`src/hdl/lcd_pkg.sv`:
```
// ----------------------------------------------------------------------------
// lcd_pkg: shared types and constants for the LRU cell tag directory
// Sizes of the directory, item layouts for both channels, and the entry
// and control layouts that the recency chain cells use.
// ----------------------------------------------------------------------------
package lcd_pkg;

  // Directory geometry
  localparam int CACHE_ENTRIES = 64;
  localparam int ID_BITS       = 20;
  localparam int SLOT_W        = $clog2(CACHE_ENTRIES);
  localparam int CNT_W         = $clog2(CACHE_ENTRIES + 1);

  // Fixed field widths of the item layouts
  localparam int CELL_ID_W  = 20;
  localparam int OUT_SLOT_W = 6;
  localparam int OCC_W      = 7;
  localparam int HITS_W     = 32;

  // Item kinds
  localparam logic KIND_ACCESS = 1'b0;
  localparam logic KIND_CLEAR  = 1'b1;

  typedef struct packed {
    logic                 kind;
    logic [CELL_ID_W-1:0] cell_id;
  } in_t;

  typedef struct packed {
    logic                  hit;
    logic [OUT_SLOT_W-1:0] slot;
    logic                  evicted_valid;
    logic [CELL_ID_W-1:0]  evicted_id;
    logic [OCC_W-1:0]      occupancy;
    logic [HITS_W-1:0]     hit_total;
  } out_t;

  // One directory entry as it travels down the chain
  typedef struct packed {
    logic              valid;
    logic [SLOT_W-1:0] slot;
    logic [ID_BITS-1:0] tag;
  } entry_t;

  // Per-cell control from the sequencer
  typedef struct packed {
    logic clear;
    logic load;
  } cell_ctrl_t;

endpackage

```
`src/hdl/lcd_cell.sv`:
```
// ----------------------------------------------------------------------------
// lcd_cell: one position of the recency chain
// Holds the entry at one recency rank, compares its tag against the
// broadcast id and takes its left neighbor's entry when told to shift.
// ----------------------------------------------------------------------------
module lcd_cell (
  input  logic                       clk,
  input  logic                       rst_n,
  input  lcd_pkg::cell_ctrl_t        ctrl,
  input  lcd_pkg::entry_t            left_i,
  input  logic [lcd_pkg::ID_BITS-1:0] id_i,
  output lcd_pkg::entry_t            entry_o,
  output logic                       match_o
);

  logic                        valid_r;
  logic [lcd_pkg::SLOT_W-1:0]  slot_r;
  logic [lcd_pkg::ID_BITS-1:0] tag_r;

  // Valid bit: clear on reset or clear item, else follow the shift
  always_ff @(posedge clk) begin
    if (!rst_n) begin
      valid_r <= 1'b0;
    end else if (ctrl.clear) begin
      valid_r <= 1'b0;
    end else if (ctrl.load) begin
      valid_r <= left_i.valid;
    end
  end

  // Payload: advance from the left neighbor
  always_ff @(posedge clk) begin
    if (ctrl.load) begin
      slot_r <= left_i.slot;
      tag_r  <= left_i.tag;
    end
  end

  // Tag compare, only on a live entry
  assign match_o = valid_r && (tag_r == id_i);

  assign entry_o.valid = valid_r;
  assign entry_o.slot  = slot_r;
  assign entry_o.tag   = tag_r;

endmodule

```
`src/hdl/lru_cell_tag_directory.sv`:
```
// ----------------------------------------------------------------------------
// lru_cell_tag_directory: fully associative LRU tag directory for cell ids
// A chain of cells ordered by recency, head cell most recent. An access
// item compares all cells at once, then shifts the chain so the accessed
// id lands in the head cell; a miss on a full chain drops the tail entry.
// ----------------------------------------------------------------------------
//
//  Channel | Ports                    | Handshake
//  --------+--------------------------+-----------------------------------
//  input   | start, busy, in_data     | taken when start && !busy
//  result  | out_valid, out_data      | one-cycle strobe, no back-pressure
//
//  An access item passes through S_LOOK, the parallel tag compare across the
//  chain, and S_UPD, the chain shift and result register; the strobe follows
//  with busy already low, so the next item is taken at the edge that ends
//  the strobe. A new item is taken only once busy has dropped. A clear item
//  skips S_UPD: its strobe follows S_LOOK. Reset clears every valid bit at
//  once; no clearing pass. The receiver cannot stall, so nothing is ever
//  held back.
//
module lru_cell_tag_directory (
  input  logic          clk,
  input  logic          rst_n,
  input  logic          start,
  output logic          busy,
  input  lcd_pkg::in_t  in_data,
  output logic          out_valid,
  output lcd_pkg::out_t out_data
);

  typedef enum logic [1:0] {
    S_IDLE,
    S_LOOK,
    S_UPD
  } state_t;

  localparam int N = lcd_pkg::CACHE_ENTRIES;

  state_t                       state_r;
  logic                         kind_r;
  logic [lcd_pkg::ID_BITS-1:0]  id_r;
  logic [N-1:0]                 match_r;
  logic [lcd_pkg::CNT_W-1:0]    count_r;
  logic [lcd_pkg::HITS_W-1:0]   hits_r;
  logic                         out_valid_r;
  lcd_pkg::out_t                out_data_r;

  lcd_pkg::entry_t              chain [N];
  lcd_pkg::cell_ctrl_t          ctrl  [N];
  logic [N-1:0]                 match;
  lcd_pkg::entry_t              head;

  logic                         hit_any;
  logic                         full;
  logic [lcd_pkg::SLOT_W-1:0]   hit_idx;
  logic [lcd_pkg::SLOT_W-1:0]   hit_slot;
  logic [lcd_pkg::SLOT_W-1:0]   new_slot;
  logic                         do_clear;
  logic                         do_update;

  // Recency chain
  for (genvar j = 0; j < N; j++) begin : g_cell
    lcd_cell u_cell (
      .clk     (clk),
      .rst_n   (rst_n),
      .ctrl    (ctrl[j]),
      .left_i  ((j == 0) ? head : chain[(j == 0) ? 0 : j - 1]),
      .id_i    (id_r),
      .entry_o (chain[j]),
      .match_o (match[j])
    );
  end

  // Locate the hit cell and its slot
  always_comb begin
    hit_idx  = '0;
    hit_slot = '0;
    for (int j = 0; j < N; j++) begin
      if (match_r[j]) begin
        hit_idx  = hit_idx | lcd_pkg::SLOT_W'(j);
        hit_slot = hit_slot | chain[j].slot;
      end
    end
  end

  assign hit_any   = |match_r;
  assign full      = (count_r == lcd_pkg::CNT_W'(N));
  assign do_clear  = (state_r == S_LOOK) && (kind_r == lcd_pkg::KIND_CLEAR);
  assign do_update = (state_r == S_UPD);

  // Slot for the id entering the head: reuse on hit or eviction, else next free
  always_comb begin
    priority if (hit_any) begin
      new_slot = hit_slot;
    end else if (full) begin
      new_slot = chain[N-1].slot;
    end else begin
      new_slot = lcd_pkg::SLOT_W'(count_r);
    end
  end

  assign head.valid = 1'b1;
  assign head.slot  = new_slot;
  assign head.tag   = id_r;

  // Shift cells up to the hit position, or the whole chain on a miss
  always_comb begin
    for (int j = 0; j < N; j++) begin
      ctrl[j].clear = do_clear;
      ctrl[j].load  = do_update &&
                      (!hit_any || (lcd_pkg::SLOT_W'(j) <= hit_idx));
    end
  end

  // Sequencer, counters and result register
  always_ff @(posedge clk) begin
    if (!rst_n) begin
      state_r     <= S_IDLE;
      kind_r      <= lcd_pkg::KIND_ACCESS;
      id_r        <= '0;
      match_r     <= '0;
      count_r     <= '0;
      hits_r      <= '0;
      out_valid_r <= 1'b0;
      out_data_r  <= '0;
    end else begin
      out_valid_r <= 1'b0;
      unique case (state_r)
        S_IDLE: begin
          if (start) begin
            kind_r  <= in_data.kind;
            id_r    <= lcd_pkg::ID_BITS'(in_data.cell_id);
            state_r <= S_LOOK;
          end
        end
        S_LOOK: begin
          if (kind_r == lcd_pkg::KIND_CLEAR) begin
            count_r     <= '0;
            hits_r      <= '0;
            out_data_r  <= '0;
            out_valid_r <= 1'b1;
            state_r     <= S_IDLE;
          end else begin
            match_r <= match;
            state_r <= S_UPD;
          end
        end
        S_UPD: begin
          out_data_r.hit  <= hit_any;
          out_data_r.slot <= lcd_pkg::OUT_SLOT_W'(new_slot);
          if (hit_any) begin
            out_data_r.evicted_valid <= 1'b0;
            out_data_r.evicted_id    <= '0;
            out_data_r.occupancy     <= lcd_pkg::OCC_W'(count_r);
            if (hits_r != '1) begin
              hits_r               <= hits_r + 1'b1;
              out_data_r.hit_total <= hits_r + 1'b1;
            end else begin
              out_data_r.hit_total <= hits_r;
            end
          end else begin
            out_data_r.hit_total <= hits_r;
            if (full) begin
              out_data_r.evicted_valid <= 1'b1;
              out_data_r.evicted_id    <= lcd_pkg::CELL_ID_W'(chain[N-1].tag);
              out_data_r.occupancy     <= lcd_pkg::OCC_W'(count_r);
            end else begin
              out_data_r.evicted_valid <= 1'b0;
              out_data_r.evicted_id    <= '0;
              out_data_r.occupancy     <= lcd_pkg::OCC_W'(count_r + 1'b1);
              count_r                  <= count_r + 1'b1;
            end
          end
          out_valid_r <= 1'b1;
          state_r     <= S_IDLE;
        end
        default: begin
          state_r <= S_IDLE;
        end
      endcase
    end
  end

  assign busy      = (state_r != S_IDLE);
  assign out_valid = out_valid_r;
  assign out_data  = out_data_r;

endmodule

```
`config.mk`:
```
export PLATFORM = sky130hd
export DESIGN_NAME = lru_cell_tag_directory
export DESIGN_NICKNAME = d
export VERILOG_FILES = /design/src/hdl/lcd_pkg.sv /design/src/hdl/lcd_cell.sv /design/src/hdl/lru_cell_tag_directory.sv
export SDC_FILE = /design/constraint.sdc
export NUM_CORES = 2
export LEC_CHECK = 0
export ABC_AREA = 1
export ABC_CLOCK_PERIOD_IN_PS = 3600
export BUFFER_PORTS_ARGS = -buffer_cell sky130_fd_sc_hd__clkbuf_2
export CAP_MARGIN = 20
export CORE_MARGIN = 1.5
export CORE_UTILIZATION = 55
export DETAILED_ROUTE_END_ITERATION = 6
export GPL_TIMING_DRIVEN = 0
export PLACE_DENSITY = 0.81
export SKIP_CTS_REPAIR_TIMING = 1
export SLEW_MARGIN = 20
export SYNTH_ARGS = -nofsm -noshare
export SYNTH_HDL_FRONTEND = slang
export SYNTH_HIERARCHICAL = 1
export SYNTH_SLANG_ARGS = --single-unit
```
`constraint.sdc`:
```
create_clock -name clk -period 3.6 [get_ports clk]
set_clock_uncertainty 0.1 [all_clocks]
set_input_delay 0.36 -clock clk [delete_from_list [all_inputs] [get_ports clk]]
set_output_delay 0.36 -clock clk [all_outputs]
set_load 0.01 [all_outputs]
```
# ---- Yosys cells after proc, flatten, opt, wreduce, memory -nomap -nowiden
# Index checks and enable logic that the tools add are counted.
dict set report word_totals {
  word_cells 1192
  memories 0
  latchBits 0
  mem_bits_rw 0
  rom_bits 0
  register_bits 1922
}
dict set report op_classes {
  reduce_logical 202
  n_eq_ne 142
  n_div 0
  n_shift 0
  n_addsub 2
  mul 0
  magnitude_cmp 64
  n_bitwise 63
  n_mux 514
}
# operator count
set ops {}
lappend ops {{== test 20 bit} 64}
lappend ops {{2-to-1 mux 6 bit} 99}
lappend ops {{OR 6 bit} 63}
lappend ops {{2-to-1 mux 32 bit} 11}
lappend ops {{2-to-1 mux 1 bit} 330}
lappend ops {{2-to-1 mux 64 bit} 5}
lappend ops {{2-to-1 mux 67 bit} 4}
lappend ops {{!= test 3 x 1 -> 1 bit, second input constant} 65}
lappend ops {{<= comparator 6 bit, first input constant} 32}
lappend ops {{2-to-1 mux 60 bit} 3}
lappend ops {{case mux 67 bit (2 select lines)} 1}
lappend ops {{logical AND 1 bit} 129}
lappend ops {{2-to-1 mux 28 bit} 4}
lappend ops {{2-to-1 mux 20 bit} 5}
lappend ops {{<= comparator 5 x 6 -> 1 bit, first input constant} 16}
lappend ops {{2-to-1 mux 5 bit} 16}
lappend ops {{2-to-1 mux 7 bit} 11}
lappend ops {{logical OR 1 bit} 64}
lappend ops {{case mux 32 bit (2 select lines)} 1}
lappend ops {{OR reduction 64 bit} 1}
lappend ops {{<= comparator 4 x 6 -> 1 bit, first input constant} 8}
lappend ops {{adder 32 x 1 -> 32 bit, second input constant} 1}
lappend ops {{2-to-1 mux 4 bit} 8}
lappend ops {{!= test 32 bit, second input constant} 1}
lappend ops {{21 further kinds} 45}

# ---- Longest topological paths before layout
dict set report logic_depth {
  depth_word 130
  mapped_depth 15
}

# ---- By module
# The synthesis kept the hierarchy.
# mod n_inst area_each_um2 cells_per_inst
set by_module_without_submodules {}
lappend by_module_without_submodules {lcd_cell 64 1209.9 127}
lappend by_module_without_submodules {lru_cell_tag_directory 1 13311.5 2205}

# ---- Worst setup path after synthesis
# OpenSTA, ideal clock, no wires.
dict set report synth_path {
  path_type {register -> register}
  startpoint {register match_r[27]}
  endpoint {register g_cell[5].u_cell.valid_r}
  synth_period_minus_slack_ps 4037
  setup_ps 176
  arrival_time_ps 3761
  path_buffers 2
  slack_ps -437
  t_required_ps 3324
  path_stages_with_launch 14
  cell_sequence {dfxtp_1 buf_2 nor2_2 nand2_2 nor2_4 nand2_4 nor2_8 nand2_4 buf_2 nand2_1 nor3_1 o21ai_0 mux2i_1 nor3b_1}
}
# element line_no
set synth_rtl {}
lappend synth_rtl {{start, declared} lru_cell_tag_directory.sv:42} ;# logic [N-1:0] match_r;
lappend synth_rtl {{start signal, assigned} lru_cell_tag_directory.sv:144} ;# match_r <= match;
lappend synth_rtl {{end signal, assigned} lcd_cell.sv:27} ;# valid_r <= left_i.valid;
lappend synth_rtl {{end, declared} lcd_cell.sv:16} ;# logic valid_r;

==> reports/metrics.csv <==
metric,value,unit
final_cell_area,0.1041,mm2
area_growth,14.74,%
hold_violations,0,
leakage,44.09,nW
post-place-ws,-1021,ps
drv_slew,0,
ioPinCount,93,
final_layout_size_suffix_gt1_share,8.215,%
io_buffers,92,
drcViolationCount,1,
required,4260,ps
cp-start-kind,flop,
dr.pass1.iters,7,
setup_ws,-102.2,ps
powerDensity,532.6,mW/mm2
cts_tree,built,
gp_congestion,1.002,
insertion_delay,880,ps
die_w,409.2,um
netlist_instances,10332,
wire_per_inst,19.98,um
pwr-share-seq,50.1,%
hold_class,in -> reg,
avgSynthCellArea,8.782,um2
drv_cap,0,
rsz0062_at_grt,true,
gr-usage-all-layers,30.58,%
drt_iter0_drc,7792,
row_count,148,
clock_sinks,1922,
grt_start_max_net_pins,70,
cts_buffer_depth,3,
dieArea,0.1674,mm2
tightest_slew,970.4,ps
ys_warn_count,6,
syn_area,0.09074,mm2
period_needed,3702,ps
wl,261.6,mm
finalSetupTns,-102.2,ps
initial_core_util,55.56,%
p_sw_share,26.79,%
grt_antenna_before_repair,3,
setup_viol,1,
die_h,409.2,um
grt_pass1_vias,69751,
vias_per_cell,5.427,
violations,"design-rule violations, negative setup slack",
status,"finished, violations left",
fmax,270.1,MHz
cp_data_arrival_time,4360,ps
grt_pass1_wl,394.0,mm
cp_max_fo,17,
crit_type,reg -> reg,
fin_nets,10779,
hold_ws,46.13,ps
ant_nets,0,
dr_total_vias,71064,
vdd_drop_max,0.5334,mV
post-dp-hpwl,186.6,mm
dpl_cell_area,0.09684,mm2
num_antenna_cells,0,
path_clk_slew,70,ps
rr_worst_depth,14,
cp-end-kind,flop,
internal-power,40.59,mW
overflow,0,
slew_headroom,35.07,%
period_share,102.8,%
htreeDepth,4,
hold_path_depth,2,
pwr-share-clk,38.3,%
syn-num-nets,10362,
combPwrFrac,11.6,%
core-area,0.1633,mm2
numCtsBuffers,192,
power.net_switching,14.85,mW
ctsRootBufferMaster,clkbuf_16,
## path summary, 6_finish.rpt
kind	from	endpoint	slack, ps
worst max-delay path	match_r[47]	g_cell[7].u_cell/valid_r	-100
worst min-delay path	rst_n	g_cell[11].u_cell/valid_r	50
worst max register to register	match_r[47]	g_cell[7].u_cell/valid_r	-100
worst min register to register	g_cell[53].u_cell/slot_r[1]	g_cell[54].u_cell/slot_r[1]	320
## flip-flops by register name, summed over array words and instances, names as in the netlist
signal	flops
out_valid	1
state_r	2
g_cell.u_cell/tag_r	1280
match_r	64
hits_r	32
out_data	67
g_cell.u_cell/slot_r	384
id_r	20
count_r	7
g_cell.u_cell/valid_r	64
kind_r	1
## area by class of cell
type                    count  area, um2
well taps                2175       2721
clock inverters           109       1390
fillers                 12308      59210
repair inverters            1      8.758
multi-input cells        6211      27500
inverters                2010       7582
repair buffers            220       3142
clock buffers             255       5329
flip-flops and latches   1922      55210
plain buffers             191       1231
## critical path, cell delays in order, from the launching register on
cell and delay, ps:
dfxtp_1 300, buf_2 220, inv_1 140, nand3_1 170
nor2_1 390, nand2_1 90, nor2_1 350, nor2_2 180
nand2_2 260, nor2_1 140, nor2_4 340, o21ai_4 280
buf_16 260, mux2i_1 140, nor3b_1 200
## layer usage
layer,routed length [um],vias up,global-route usage (%)
met2,124800,3659,51.23
met5,23,-,0
met4,11370,4,12.75
li1,-,33043,-
met3,25120,750,6.255
met1,100400,33608,38.69
## metrics by stage
step                      instances  util [%]  power (mW)
final                         13094     63.74       55.45
after global routing          13094     63.74       57.13
after CTS                     13054     63.40       55.25
after detailed placement      12690     59.29       34.28
after global placement        12599     57.51       33.92
after floorplan               10332         -       31.71
## power by group through the flow
stage	clock [mW]	sequential, mW	combinational (mW)
finish	21.3	27.8	6.43
global route	22.2	27.9	7.02
CTS	21.3	27.7	6.20
detailed placement	0	28.2	6.11
global placement	0	28.8	5.08
floorplan	0	28.0	3.72
## placed cells by master, fill, tap and decap left out, types with 10 or more instances in the layout
master,count
mux2i_1,64
o21ai_1,12
buf_16,66
a21oi_4,18
clkbuf_16,197
nand4_1,34
nor2_4,41
nor3b_1,64
nor2_2,79
clkbuf_1,73
xor2_1,18
edfxtp_1,1664
o21ai_0,307
clkbuf_2,99
bufinv_16,22
nand3_1,230
o22ai_1,129
buf_12,25
nor2_1,1231
xnor2_1,64
inv_1,1992
clkinv_2,35
o21ai_4,10
buf_2,44
o21ai_2,11
clkinv_1,24
dlygate4sd3_1,23
dfxtp_4,20
nand2_2,14
buf_6,22
clkbuf_8,18
clkinvlp_4,13
a21oi_1,118
nand2_1,3606
buf_4,88
a22o_1,101
dfxtp_1,236
Note: power is estimated with default switching activity, not from simulation.
